**src/lbmeq_pkg.sv**
```systemverilog
`timescale 1ns / 1ps

package lbmeq_pkg;

    // Field widths of the two channels.
    localparam int C_POP_W = 32;
    localparam int C_DIR_W = 5;
    localparam int C_OUT_W = 32;

    // Per-cell accumulators carry five guard bits above the Q7.24 word.
    localparam int C_ACC_W = 37;

    // Velocity components are -1, 0 or +1.
    localparam logic signed [1:0] C_VEL_POS  = 2'sb01;
    localparam logic signed [1:0] C_VEL_NEG  = 2'sb11;
    localparam logic signed [1:0] C_VEL_ZERO = 2'sb00;

    typedef logic signed [C_ACC_W-1:0] t_acc;

    typedef struct packed {
        logic signed [1:0] cx;
        logic signed [1:0] cy;
        logic signed [1:0] cz;
    } t_vel;

    // Raw sums of one finished cell, handed from the front to the back.
    typedef struct packed {
        t_acc rho;
        t_acc mx;
        t_acc my;
        t_acc mz;
    } t_snap;

    // D3Q19 lattice velocity table; the first seven entries form D3Q7.
    function automatic t_vel f_vel(logic [C_DIR_W-1:0] dir);
        t_vel v;
        v = '{cx: C_VEL_ZERO, cy: C_VEL_ZERO, cz: C_VEL_ZERO};
        unique case (dir)
            5'd1:  v.cx = C_VEL_POS;
            5'd2:  v.cx = C_VEL_NEG;
            5'd3:  v.cy = C_VEL_POS;
            5'd4:  v.cy = C_VEL_NEG;
            5'd5:  v.cz = C_VEL_POS;
            5'd6:  v.cz = C_VEL_NEG;
            5'd7:  begin v.cx = C_VEL_POS; v.cy = C_VEL_POS; end
            5'd8:  begin v.cx = C_VEL_POS; v.cy = C_VEL_NEG; end
            5'd9:  begin v.cx = C_VEL_POS; v.cz = C_VEL_POS; end
            5'd10: begin v.cx = C_VEL_POS; v.cz = C_VEL_NEG; end
            5'd11: begin v.cy = C_VEL_POS; v.cz = C_VEL_POS; end
            5'd12: begin v.cy = C_VEL_POS; v.cz = C_VEL_NEG; end
            5'd13: begin v.cx = C_VEL_NEG; v.cy = C_VEL_POS; end
            5'd14: begin v.cx = C_VEL_NEG; v.cy = C_VEL_NEG; end
            5'd15: begin v.cx = C_VEL_NEG; v.cz = C_VEL_POS; end
            5'd16: begin v.cx = C_VEL_NEG; v.cz = C_VEL_NEG; end
            5'd17: begin v.cy = C_VEL_NEG; v.cz = C_VEL_POS; end
            5'd18: begin v.cy = C_VEL_NEG; v.cz = C_VEL_NEG; end
            default: v = '{cx: C_VEL_ZERO, cy: C_VEL_ZERO, cz: C_VEL_ZERO};
        endcase
        return v;
    endfunction

endpackage

```
**src/lbmeq_queue.sv**
```systemverilog
`timescale 1ns / 1ps

module lbmeq_queue import lbmeq_pkg::*; (
    input  logic  i_clk,
    input  logic  i_rst_n,
    input  logic  i_push_valid,
    input  t_snap i_push,
    output logic  o_push_ready,
    output logic  o_pop_valid,
    output t_snap o_pop,
    input  logic  i_pop_ready
);

    t_snap      r_mem [2];
    logic       r_wr_ptr, r_rd_ptr;
    logic [1:0] r_count;
    logic       w_push, w_pop;

    assign o_push_ready = (r_count != 2'd2);
    assign o_pop_valid  = (r_count != 2'd0);
    assign o_pop        = r_mem[r_rd_ptr];
    assign w_push       = i_push_valid & o_push_ready;
    assign w_pop        = o_pop_valid & i_pop_ready;

    always_ff @(posedge i_clk) begin
        if (w_push) begin
            r_mem[r_wr_ptr] <= i_push;
        end
    end

    always_ff @(posedge i_clk) begin
        if (!i_rst_n) begin
            r_wr_ptr <= 1'b0;
            r_rd_ptr <= 1'b0;
            r_count  <= 2'd0;
        end else begin
            if (w_push) r_wr_ptr <= ~r_wr_ptr;
            if (w_pop)  r_rd_ptr <= ~r_rd_ptr;
            case ({w_push, w_pop})
                2'b10:   r_count <= r_count + 2'd1;
                2'b01:   r_count <= r_count - 2'd1;
                default: r_count <= r_count;
            endcase
        end
    end

    a_count_bound: assert property (@(posedge i_clk) disable iff (!i_rst_n)
        (r_count != 2'd3))
        else $error("snapshot queue count out of range");

    a_ptr_track: assert property (@(posedge i_clk) disable iff (!i_rst_n)
        (r_count == 2'd1) |-> (r_wr_ptr != r_rd_ptr))
        else $error("snapshot queue pointers disagree with count");

endmodule

```
**config.mk**
```make
export PLATFORM = sky130hd
export DESIGN_NAME = lbmeq_queue
export DESIGN_NICKNAME = d
export VERILOG_FILES = /design/src/lbmeq_pkg.sv /design/src/lbmeq_queue.sv
export SDC_FILE = /design/constraint.sdc
export NUM_CORES = 1
export LEC_CHECK = 0
export BUFFER_PORTS_ARGS = -buffer_cell sky130_fd_sc_hd__buf_2
export CAP_MARGIN = 20
export CELL_PAD_IN_SITES_DETAIL_PLACEMENT = 1
export CELL_PAD_IN_SITES_GLOBAL_PLACEMENT = 2
export CORE_MARGIN = 1
export CORE_UTILIZATION = 38
export CTS_CLUSTER_SIZE = 40
export DETAILED_ROUTE_END_ITERATION = 8
export PLACE_DENSITY = 0.81
export SLEW_MARGIN = 20
export SYNTH_ARGS = -nofsm -noshare
export SYNTH_HDL_FRONTEND = slang
export SYNTH_SLANG_ARGS = --single-unit
```
**constraint.sdc**
```tcl
create_clock -name i_clk -period 5.5 [get_ports i_clk]
set_input_delay 0 -clock i_clk [delete_from_list [all_inputs] [get_ports i_clk]]
set_output_delay 0 -clock i_clk [all_outputs]
set_load 0.005 [all_outputs]
```
==> impl_table.tex, run 1 <==
\begin{tabular}{lr}
\hline
Metric & Value \\
\hline
\multicolumn{2}{l}{\textbf{Status}} \\
Run status & completed \\
\multicolumn{2}{l}{\textbf{Synth}} \\
Area of the mapped netlist & 10900 um\^{}2 \\
Biggest area contributors in the synthesized netlist & edfxtp\_1 (82\%), mux2\_2 (15\%), dfxtp\_1 (0.92\%), buf\_4 (0.83\%), xnor2\_1 (0.24\%) \\
Warnings from Yosys & 0 \\
Leading area contributor after synthesis & edfxtp\_1 \\
Number of standard cells after synthesis & 484 \\
Share of the yosys chip area belonging to registers & 82.5\% \\
Synth top area share & 81.5\% \\
Number of nets in the synthesized netlist & 637 \\
Flip-flop and latch count after synthesis & 301 \\
Avg Inst Size Synth & 22.5 um\^{}2 \\
Number of distinct library cells after synthesis & 21 \\
\multicolumn{2}{l}{\textbf{Worst setup path}} \\
Worst reg-to-reg path cell count & 4 \\
Setup slack of the most critical reg-to-reg path & 3.07 ns \\
Critical path data required time & 5.50 ns \\
Endpoint kind of the worst setup timing path & primary output \\
Largest fanout of any net on the critical path & 76 \\
Critical R2R Launch & r\_count[0] \\
Crit path launch type & register \\
Critical Setup Path Class & reg -> out \\
FF-to-FF End & r\_mem[0][52] \\
Worst Path Arrival & 2.66 ns \\
\multicolumn{2}{l}{\textbf{Routing}} \\
Via Count & 6223 \\
Starting DRT DRC Count & 267 \\
Drt total wl & 25.9 mm \\
Length of the first detailed-routing pass in iterations & 4 \\
Count of unresolved DRC violations after routing & 0 \\
Final ANT Viol Nets & 0 \\
Post-detailed-route wirelength per cell & 19.0 um \\
Via-to-Cell Ratio & 4.57 \\
\multicolumn{2}{l}{\textbf{STA}} \\
Final Hold Fails & 0 \\
Final critical-path share of the clock period & 48.3\% \\
Setup skew after layout & 0.00872 ns \\
Sum of negative setup slack & 0 ns \\
RSZ-0062 raised after global routing & no \\
Min cycle time layout & 2.66 ns \\
Worst max-slew margin expressed relative to the limit & 30.5\% \\
Slew of the pin with the lowest slew margin & 1.04 ns \\
Fmax & 376 MHz \\
Max-slew violation count & 0 \\
Final setup viols & 0 \\
\multicolumn{2}{l}{\textbf{Floorplan}} \\
Die span in x & 171 um \\
Row count & 61 \\
Core area & 28000 um\^{}2 \\
Starting density of the core & 38.9\% \\
Count of pins on the block boundary & 302 \\
Height of the chip & 171 um \\
Die area & 29400 um\^{}2 \\
\multicolumn{2}{l}{\textbf{Worst hold path}} \\
Min-Delay Endpoint & r\_mem[0][144] \\
Min-Delay Path Depth & 2 \\
Class of the tightest hold or removal check & in -> reg \\
Worst hold path startpoint & i\_push[144] \\
\multicolumn{2}{l}{\textbf{CTS}} \\
Worst-Skew Late Latency & 0.54 ns \\
TritonCTS clock tree & done \\
TritonCTS buffer count & 31 \\
Maximum root-to-sink buffer count & 3 \\
TritonCTS sink count & 301 \\
Root cell of the clock tree & clkbuf\_16 \\
H-Tree Level Count & 1 \\
Clock-pin slew on the worst setup and hold paths & 0.06 ns \\
\multicolumn{2}{l}{\textbf{Power}} \\
Static leakage & 0.00572 uW \\
Largest vdd supply drop & 339 uV \\
Tot Pwr & 6510 uW \\
Pwr/cell area & 425 nW/um\^{}2 \\
\multicolumn{2}{l}{\textbf{Final layout}} \\
Most common cell after layout, fill and taps aside & buf\_2 \\
Final nets & 1111 \\
Fraction of layout instances using a drive strength above 1 & 51.3\% \\
Most frequent cells in the layout & buf\_2 (301), edfxtp\_1 (296), dlygate4sd3\_1 (151) \\
Synthesis-to-layout area growth & 40.3\% \\
\multicolumn{2}{l}{\textbf{GRT}} \\
Global-route congestion overflow total & 0 \\
Vias in the first global route & 6895 \\
GRT Resource Usage Total & 17.0\% \\
Wire length of the first global-routing pass & 37.7 mm \\
Antenna violations before repair & 3 \\
Largest net degree at the start of global routing & 77 \\
\multicolumn{2}{l}{\textbf{Placed design}} \\
Detailed placement HPWL & 14.7 mm \\
Final weighted congestion of routability-driven global placement & 0.697 \\
Count of buffers inserted at the top-level ports & 301 \\
\multicolumn{2}{l}{\textbf{Flow run}} \\
Number of max-cap violations & 0 \\
\hline
\end{tabular}
[state kept, by name (all words and copies together), names as in the netlist, named ones only]
name / count
r_count: 2
r_mem: 296
r_wr_ptr: 1
r_rd_ptr: 1
[timing repair]
item | 4_1_cts | 5_1_grt
buffers inserted | 0 | 0
hold buffers | 151 | 0
hold endpoints to repair | 301 | 0
resized for setup | 0 | 0
endpoints found under the setup margin | 0 | 0
[worst max-delay path, stage by stage (launching register included)]
cell     delay, ns
dfxtp_4       0.98
buf_12        0.43
mux2_2        0.41
buf_2         0.13
[per-layer routing]
layer / share of wire [%] / GRT usage [%] / up-vias
met5: 0 / 0 / -
met4: 3.5 / 6.09 / 0
met3: 7.8 / 5.50 / 54
met2: 53 / 31.4 / 231
met1: 36 / 18.0 / 3058
li1: - / - / 2880
[Yosys cell counts]
cell type and number:
mux2_2 148, nand2b_1 1, xnor2_1 3, nand2_1 1, nor2b_1 2, nand3b_1 1, o21a_1 1, a21bo_2 1
and3_1 1, or2_2 1, or3_1 1, buf_2 4, ha_1 1, dfxtp_1 5, a21boi_1 1, buf_4 12
a21boi_0 1, edfxtp_1 296, inv_1 1, o21ai_0 1, and2_1 1
[cell families (layout without fill, tap and decap cells)]
| family | Yosys count | after routing | synth area share (%) |
|---|---|---|---|
| flip-flops | 301 | 301 | 82.5 |
| other | 0 | 3 | 0 |
| AO/OA/AOI/OAI | 5 | 5 | 0.344 |
| buffers and inverters | 17 | 515 | 1.04 |
| XOR/XNOR | 3 | 3 | 0.241 |
| AND/OR/NAND/NOR | 9 | 9 | 0.505 |
| adder cells (fa/ha/maj) | 1 | 1 | 0.115 |
| multiplexers | 148 | 148 | 15.3 |
[through the flow]
step	hold WS [ns]	instances	instance area (um^2)	utilization (%)	setup slack, ns
floorplan	0.0989	484	10900	-	0.913
global placement	0.188	1152	12800	45.8	3.18
detailed placement	0.192	1152	12800	45.8	3.08
CTS	0.148	1360	15300	54.6	2.77
global route	0.166	1363	15300	54.6	2.67
finish	0.176	1363	15300	54.6	2.84
[worst max path at each step]
stage	start	endpoint	slack [ns]	cells after the start
5_1_grt	register	o_pop[109]	2.67	3
4_1_cts	register	o_pop[116]	2.77	3
6_report	register	o_pop[116]	2.84	3
3_3_place_gp	r_count[0]	r_mem[0][56]	3.18	4
2_1_floorplan	r_count[0]	r_mem[1][0]	0.91	2
3_5_place_dp	r_count[0]	r_mem[0][56]	3.08	4
[area by class of cell]
type,count,area [um^2]
antenna,3,7.51
clock buffer,36,795
clock inverter,21,146
fill,2654,12700
inverter,1,8.76
multi-input combinational,166,1800
sequential,301,8990
tap,378,473
timing repair buffer,457,3070
[report_power, final]
part           internal [uW]  total (uW)  switching [uW]
clock                   1120        1960             838
sequential              2900        3060             159
combinational            797        1490             696
total                   4810        6510            1690
No activity file was read; power rests on OpenSTA's default activity.
==> run 2, diff against run 1 <==
--- a/config.mk
+++ b/config.mk
@@ -5,15 +5,16 @@
 export SDC_FILE = /design/constraint.sdc
 export NUM_CORES = 1
 export LEC_CHECK = 0
+export ABC_AREA = 1
 export BUFFER_PORTS_ARGS = -buffer_cell sky130_fd_sc_hd__buf_2
 export CAP_MARGIN = 20
 export CELL_PAD_IN_SITES_DETAIL_PLACEMENT = 1
 export CELL_PAD_IN_SITES_GLOBAL_PLACEMENT = 2
 export CORE_MARGIN = 1
-export CORE_UTILIZATION = 38
+export CORE_UTILIZATION = 34
 export CTS_CLUSTER_SIZE = 40
 export DETAILED_ROUTE_END_ITERATION = 8
-export PLACE_DENSITY = 0.81
+export PLACE_DENSITY = 0.77
 export SLEW_MARGIN = 20
 export SYNTH_ARGS = -nofsm -noshare
 export SYNTH_HDL_FRONTEND = slang
==> constraint.sdc (replaced) <==
create_clock -name i_clk -period 2.4 [get_ports i_clk]
set_input_delay 0 -clock i_clk [delete_from_list [all_inputs] [get_ports i_clk]]
set_output_delay 0 -clock i_clk [all_outputs]
set_load 0.005 [all_outputs]
==> impl_table.tex, run 2 <==
\begin{tabular}{lr}
\hline
Metric & Value \\
\hline
\multicolumn{2}{l}{\textbf{Final layout}} \\
Synthesis-to-layout area growth & 41.8\% \\
Footprint of the flip-flops and latches & 8990 um\^{}2 (about the same) \\
Most frequent cells in the layout & buf\_2 (301), edfxtp\_1 (296), dlygate4sd3\_1 (151) \\
Number of fill cells & 3052 (+15\%) \\
Most common cell after layout, fill and taps aside & buf\_2 \\
Design area & 15500 um\^{}2 (+1.5\%) \\
Area taken by multi-input logic gates & 1810 um\^{}2 (+0.56\%) \\
Flip-flop count of the largest register, all copies and words added & 296 (unchanged) \\
Final nets & 1129 (+1.6\%) \\
Largest register by flop count & r\_mem \\
Fraction of layout instances using a drive strength above 1 & 50.8\% (-0.52 points) \\
Top Registers & r\_mem: 296 flops, r\_count: 2 flops \\
\multicolumn{2}{l}{\textbf{CTS}} \\
Total setup buffers inserted after CTS & 0 (unchanged) \\
Clock-pin slew on the worst setup and hold paths & 0.06 ns (about the same) \\
TritonCTS clock tree & done \\
TritonCTS buffer count & 34 (+9.7\%) \\
TritonCTS sink count & 301 (unchanged) \\
Maximum root-to-sink buffer count & 3 (unchanged) \\
H-Tree Level Count & 2 (+1) \\
Worst-Skew Late Latency & 0.50 ns (-0.04 ns) \\
Root cell of the clock tree & clkbuf\_16 \\
\multicolumn{2}{l}{\textbf{Power}} \\
Part of the total power dissipated in combinational logic & 17.9\% (-5.0 points) \\
Internal power & 10600 uW (+120\%) \\
Static leakage & 0.00582 uW (+1.8\%) \\
Clock power share & 34.7\% (+4.6 points) \\
Sequential Power Share & 47.4\% (+0.4 points) \\
Net switching component of the power & 3330 uW (+97\%) \\
Fraction of power spent switching nets & 23.9\% (-2.1 points) \\
Largest vdd supply drop & 686 uV (+100\%) \\
Pwr/cell area & 898 nW/um\^{}2 (+110\%) \\
Tot Pwr & 13900 uW (+110\%) \\
\multicolumn{2}{l}{\textbf{Placed design}} \\
Detailed placement HPWL & 15.5 mm (+5.2\%) \\
Placed inst area & 13000 um\^{}2 (+1.1\%) \\
Final weighted congestion of routability-driven global placement & 0.744 (+6.8\%) \\
Count of buffers inserted at the top-level ports & 301 (unchanged) \\
\multicolumn{2}{l}{\textbf{Synth}} \\
Top cell types by occurrence after synthesis & edfxtp\_1 (296), mux2\_2 (148), buf\_6 (12), nand2\_1 (10), nor2\_1 (10) \\
Warnings from Yosys & 0 (unchanged) \\
Number of distinct library cells after synthesis & 15 (-29\%) \\
Avg Inst Size Synth & 22.1 um\^{}2 (-2.0\%) \\
Share of the yosys chip area belonging to registers & 82.1\% (-0.38 points) \\
FFs w/ async S/R, synth & 0\% (unchanged) \\
Area of the mapped netlist & 11000 um\^{}2 (+0.46\%) \\
Number of standard cells after synthesis & 496 (+2.5\%) \\
Synth top area share & 81.2\% (-0.37 points) \\
Count of flip-flops with a built-in enable after synthesis & 296 (unchanged) \\
Flip-flop and latch count after synthesis & 301 (unchanged) \\
Leading area contributor after synthesis & edfxtp\_1 \\
Most used standard cell by instance count after synthesis & edfxtp\_1 \\
Biggest area contributors in the synthesized netlist & edfxtp\_1 (81\%), mux2\_2 (15\%), buf\_6 (1.2\%), dfxtp\_1 (0.91\%), nand2\_1 (0.34\%) \\
Number of nets in the synthesized netlist & 649 (+1.9\%) \\
Ys flop type & edfxtp\_1 \\
\multicolumn{2}{l}{\textbf{Worst setup path}} \\
Crit path launch type & register \\
Worst Path Arrival & 2.02 ns (-0.64 ns) \\
Critical Setup Path Class & reg -> out \\
Largest fanout of any net on the critical path & 57 (-25\%) \\
Critical path data required time & 2.40 ns (-3.10 ns) \\
Endpoint kind of the worst setup timing path & primary output \\
\multicolumn{2}{l}{\textbf{GRT}} \\
Global-route congestion overflow total & 0 (unchanged) \\
Wire length of the first global-routing pass & 39.1 mm (+3.7\%) \\
Antenna violations before repair & 5 (+2) \\
Vias in the first global route & 7002 (+1.6\%) \\
Largest net degree at the start of global routing & 86 (+12\%) \\
GRT Resource Usage Total & 15.5\% (-1.5 points) \\
\multicolumn{2}{l}{\textbf{Routing}} \\
Drt total wl & 25.6 mm (-1.1\%) \\
Post-detailed-route wirelength per cell & 18.3 um (-3.9\%) \\
Via Count & 6271 (+0.77\%) \\
Length of the first detailed-routing pass in iterations & 4 (unchanged) \\
Starting DRT DRC Count & 304 (+14\%) \\
Count of unresolved DRC violations after routing & 0 (unchanged) \\
Via-to-Cell Ratio & 4.47 (-2.2\%) \\
Final ANT Viol Nets & 0 (unchanged) \\
\multicolumn{2}{l}{\textbf{Worst hold path}} \\
Class of the tightest hold or removal check & in -> reg \\
\multicolumn{2}{l}{\textbf{Status}} \\
Run status & completed \\
\multicolumn{2}{l}{\textbf{Floorplan}} \\
Row count & 65 (+6.6\%) \\
Height of the chip & 181 um (+5.9\%) \\
Starting density of the core & 34.6\% (-4.3 points) \\
Count of pins on the block boundary & 302 (unchanged) \\
Die area & 32900 um\^{}2 (+12\%) \\
Core area & 31600 um\^{}2 (+13\%) \\
Die span in x & 181 um (+5.9\%) \\
\multicolumn{2}{l}{\textbf{STA}} \\
Worst max-slew margin expressed relative to the limit & 65.3\% (+35 points) \\
RSZ-0062 raised after global routing & no \\
Min cycle time layout & 2.02 ns \\
Slew of the pin with the lowest slew margin & 0.521 ns (-0.522 ns) \\
Final Hold Fails & 0 (unchanged) \\
Setup skew after layout & 0.0126 ns (+0.00384 ns) \\
Fmax & 494 MHz \\
Final critical-path share of the clock period & 84.4\% \\
Max-slew violation count & 0 (unchanged) \\
Final setup viols & 0 (unchanged) \\
\multicolumn{2}{l}{\textbf{Flow run}} \\
Number of max-cap violations & 0 (unchanged) \\
\hline
\end{tabular}
## run 2: changes by cell type after synthesis, sizes merged, moves of 2 or more
cell    before  now
nand2        1   10
nor2         0   10
inv          1    5
a21boi       2    0
nor2b        2    0
xnor2        3    0
## run 2: metal layers
layer  global-route usage, %  part of all wire (%)
met1                    17.6                    38
met2                    26.7                    51
met3                    5.29                   7.6
met4                    6.20                   3.1
met5                       0                 0.051
## run 2: cell type report
| class | count | area share (%) |
|---|---|---|
| clock buffers | 46 | 6.18 |
| diodes | 4 | 0.0645 |
| repair buffers | 460 | 20.3 |
| multi-input cells | 174 | 11.7 |
| inverters | 5 | 0.121 |
| clock inverters | 12 | 0.500 |
| well taps | 402 | 3.24 |
| flip-flops and latches | 301 | 57.9 |
## run 2: final timing paths
kind	to	slack (ns)	from	cells past startpoint
max	o_pop[138]	0.38	register	3
min	r_mem[1][7]	0.22	i_push[7]	2
max reg2reg	r_mem[0][115]	0.77	r_count[0]	5
min reg2reg	r_rd_ptr	0.49	r_rd_ptr	2
## run 2: cells by family (layout without fill, tap and decap cells)
| family | Yosys count | after routing | synth area share (%) |
|---|---|---|---|
| AO/OA/AOI/OAI | 3 | 3 | 0.160 |
| adder cells (fa/ha/maj) | 1 | 1 | 0.114 |
| buffers and inverters | 21 | 523 | 1.63 |
| flip-flops | 301 | 301 | 82.1 |
| multiplexers | 148 | 148 | 15.2 |
| other | 0 | 4 | 0 |
| AND/OR/NAND/NOR | 22 | 22 | 0.788 |
## run 2: critical path, stage by stage (launching register included)
cell	delay [ns]
dfxtp_4	0.58
buf_12	0.33
mux2_2	0.40
buf_2	0.14
## run 2: what timing repair did
action,4_1_cts,5_1_grt
hold buffers,151,0
endpoints found under the hold margin,307,0
gates resized for setup,0,0
## run 2: per-stage QoR
step                worst slack, ns  hold WS, ns  std cells  setup TNS [ns]  util, %
global placement              0.801        0.188       1191               0     41.0
floorplan                    -0.762       0.0989        496         -221.85        -
CTS                           0.317        0.193       1400               0     49.1
finish                        0.375        0.222       1404               0     49.1
detailed placement            0.756        0.191       1191               0     41.0
global route                  0.236        0.199       1403               0     49.1
## run 2: power by group through the flow
stage | clock network (uW) | registers, uW | logic, uW
floorplan | 0 | 6670 | 1330
global placement | 0 | 6690 | 2300
detailed placement | 0 | 6730 | 2320
CTS | 5000 | 6620 | 2530
global route | 5210 | 6670 | 2720
finish | 4840 | 6610 | 2500
==> run 3, diff against run 2 <==
--- a/config.mk
+++ b/config.mk
@@ -11,10 +11,10 @@
 export CELL_PAD_IN_SITES_DETAIL_PLACEMENT = 1
 export CELL_PAD_IN_SITES_GLOBAL_PLACEMENT = 2
 export CORE_MARGIN = 1
-export CORE_UTILIZATION = 34
+export CORE_UTILIZATION = 38
 export CTS_CLUSTER_SIZE = 40
 export DETAILED_ROUTE_END_ITERATION = 8
-export PLACE_DENSITY = 0.77
+export PLACE_DENSITY = 0.81
 export SLEW_MARGIN = 20
 export SYNTH_ARGS = -nofsm -noshare
 export SYNTH_HDL_FRONTEND = slang
==> constraint.sdc (replaced) <==
create_clock -name i_clk -period 1.9 [get_ports i_clk]
set_input_delay 0 -clock i_clk [delete_from_list [all_inputs] [get_ports i_clk]]
set_output_delay 0 -clock i_clk [all_outputs]
set_load 0.005 [all_outputs]
==> impl_table.tex, run 3 (same netlist as run 2, synthesis figures left out) <==
\begin{tabular}{lr}
\hline
Metric & Value \\
\hline
\multicolumn{2}{l}{\textbf{Status}} \\
Run status & completed \\
\multicolumn{2}{l}{\textbf{GRT}} \\
Wire length of the first global-routing pass & 39.8 mm (+1.9\%) \\
Global-route congestion overflow total & 0 (unchanged) \\
Vias in the first global route & 7064 (+0.89\%) \\
Antenna violations before repair & 1 (-4) \\
Largest net degree at the start of global routing & 85 (-1.2\%) \\
GRT Resource Usage Total & 17.9\% (+2.5 points) \\
\multicolumn{2}{l}{\textbf{Floorplan}} \\
Core area & 28100 um\^{}2 (-11\%) \\
Row count & 61 (-6.2\%) \\
Die area & 29500 um\^{}2 (-10\%) \\
Die span in x & 172 um (-5.4\%) \\
Height of the chip & 172 um (-5.4\%) \\
Count of pins on the block boundary & 302 (unchanged) \\
Starting density of the core & 39.0\% (+4.4 points) \\
\multicolumn{2}{l}{\textbf{CTS}} \\
Clock-pin slew on the worst setup and hold paths & 0.06 ns (about the same) \\
TritonCTS clock tree & done \\
Maximum root-to-sink buffer count & 3 (unchanged) \\
TritonCTS sink count & 301 (unchanged) \\
Root cell of the clock tree & clkbuf\_16 \\
TritonCTS buffer count & 31 (-8.8\%) \\
H-Tree Level Count & 1 (-1) \\
Worst-Skew Late Latency & 0.54 ns (+0.04 ns) \\
\multicolumn{2}{l}{\textbf{Placed design}} \\
Detailed placement HPWL & 15.7 mm (+1.4\%) \\
Count of buffers inserted at the top-level ports & 301 (unchanged) \\
Final weighted congestion of routability-driven global placement & 0.698 (-6.1\%) \\
Cell count after placement & 1169 (-1.8\%) \\
\multicolumn{2}{l}{\textbf{Worst setup path}} \\
Largest fanout of any net on the critical path & 34 (-40\%) \\
Standard cell with the maximum stage delay on the critical path & dfxtp\_4 \\
Family of cells with the greatest summed delay on the critical path & flip-flops \\
Setup slack of the most critical reg-to-reg path & 0.30 ns (-0.47 ns) \\
Cell breakdown of the critical path & clkbuf\_16, mux2\_2, buf\_2 \\
Critical R2R Launch & r\_count[0] \\
Endpoint kind of the worst setup timing path & primary output \\
Worst Path Arrival & 1.85 ns (-0.17 ns) \\
Worst reg-to-reg path cell count & 5 (unchanged) \\
Critical Setup Path Class & reg -> out \\
Slowest Stage Delay on Critical Path & 0.49 ns (-0.09 ns) \\
FF-to-FF End & r\_mem[0][47] \\
Crit path launch type & register \\
Crit path buf inv count & 2 (unchanged) \\
Critical path data required time & 1.90 ns (-0.50 ns) \\
\multicolumn{2}{l}{\textbf{Worst hold path}} \\
Worst hold path startpoint & i\_push[14] \\
Class of the tightest hold or removal check & in -> reg \\
Min-Delay Endpoint & r\_mem[1][14] \\
Min-Delay Path Depth & 2 (unchanged) \\
\multicolumn{2}{l}{\textbf{Routing}} \\
Final ANT Viol Nets & 0 (unchanged) \\
Count of unresolved DRC violations after routing & 0 (unchanged) \\
Via Count & 6329 (+0.92\%) \\
Post-detailed-route wirelength per cell & 19.8 um (+8.5\%) \\
Length of the first detailed-routing pass in iterations & 4 (unchanged) \\
Starting DRT DRC Count & 254 (-16\%) \\
Via-to-Cell Ratio & 4.58 (+2.6\%) \\
Drt total wl & 27.3 mm (+6.7\%) \\
\multicolumn{2}{l}{\textbf{Final layout}} \\
Most common cell after layout, fill and taps aside & buf\_2 \\
Flip-flop count of the largest register, all copies and words added & 296 (unchanged) \\
Fraction of layout instances using a drive strength above 1 & 50.4\% (-0.40 points) \\
Largest register by flop count & r\_mem \\
Top Registers & r\_mem: 296 flops, r\_count: 2 flops \\
Final nets & 1131 (+0.18\%) \\
Most frequent cells in the layout & buf\_2 (301), edfxtp\_1 (296), dlygate4sd3\_1 (151) \\
Layout Cells excl Fill & 1381 (-1.6\%) \\
Synthesis-to-layout area growth & 41.4\% \\
\multicolumn{2}{l}{\textbf{STA}} \\
Final critical-path share of the clock period & 97.3\% \\
Max-slew violation count & 0 (unchanged) \\
RSZ-0062 raised after global routing & yes \\
Worst-case hold slack & 0.183 ns (-0.0388 ns) \\
Final Hold Fails & 0 (unchanged) \\
Worst max-slew margin expressed relative to the limit & 64.6\% (-0.72 points) \\
Final setup viols & 0 (unchanged) \\
Fmax & 541 MHz \\
Min cycle time layout & 1.85 ns \\
Slew of the pin with the lowest slew margin & 0.532 ns (+0.0108 ns) \\
Setup skew after layout & 0.00997 ns (-0.00259 ns) \\
\multicolumn{2}{l}{\textbf{Power}} \\
Largest vdd supply drop & 792 uV (+15\%) \\
Static leakage & 0.00580 uW (-0.31\%) \\
Pwr/cell area & 1110 nW/um\^{}2 (+24\%) \\
\multicolumn{2}{l}{\textbf{Flow run}} \\
Number of max-cap violations & 0 (unchanged) \\
\hline
\end{tabular}
==> run 3: final cells by class <==
| class | count | area, um^2 |
|---|---|---|
| Timing Repair Buffer | 465 | 3270 |
| Clock inverter | 12 | 82.6 |
| Tap cell | 378 | 473 |
| Multi-Input combinational cell | 174 | 1820 |
| Clock buffer | 45 | 828 |
| Sequential cell | 301 | 8990 |
| Antenna cell | 1 | 2.50 |
| Inverter | 5 | 18.8 |
| Fill cell | 2674 | 12600 |
==> run 3: per-layer routing <==
metal | vias up | wire [um] | global-route usage, % | share of wire [%]
met2 | 224 | 14800 | 34.4 | 54
met3 | 49 | 1990 | 5.29 | 7.3
li1 | 2927 | - | - | -
met4 | 0 | 753 | 5.54 | 2.8
met1 | 3129 | 9820 | 18.6 | 36
met5 | - | 0 | 0 | 0
==> run 3: worst max-delay path by stage <==
stage / to / cells after the start
detailed placement: r_mem[0][34] / 5
floorplan: r_mem[1][0] / 4
global route: o_pop[124] / 3
CTS: o_pop[21] / 3
finish: o_pop[139] / 3
global placement: r_mem[0][39] / 5
==> run 3: power breakdown <==
| group | total [uW] | switching, uW | internal, uW |
|---|---|---|---|
| Sequential | 8360 | 219 | 8140 |
| Clock | 5550 | 2410 | 3140 |
| Combinational | 3310 | 1600 | 1700 |
==> run 3: per-stage QoR <==
stage / area, um^2 / TNS [ns] / util (%) / power (uW) / setup WS, ns
after floorplan: 11000 / -370.35 / - / 10100 / -1.26
after global placement: 13000 / 0 / 46.2 / 11300 / 0.379
after detailed placement: 13000 / 0 / 46.2 / 11400 / 0.329
after CTS: 15500 / -1.71 / 55.0 / 17300 / -0.0465
after global routing: 15500 / -0.313 / 55.1 / 17900 / -0.0281
final: 15500 / 0 / 55.1 / 17200 / 0.0516
==> run 3: repair_timing <==
item                                    in CTS  in global routing
hold buffers                               151                  0
endpoints found under the setup margin     121                 94
hold endpoints to repair                   301                  0
pin swaps                                    0                  0
buffers inserted                             1                  0
gates resized for setup                      2                  3
cloned                                       1                  1
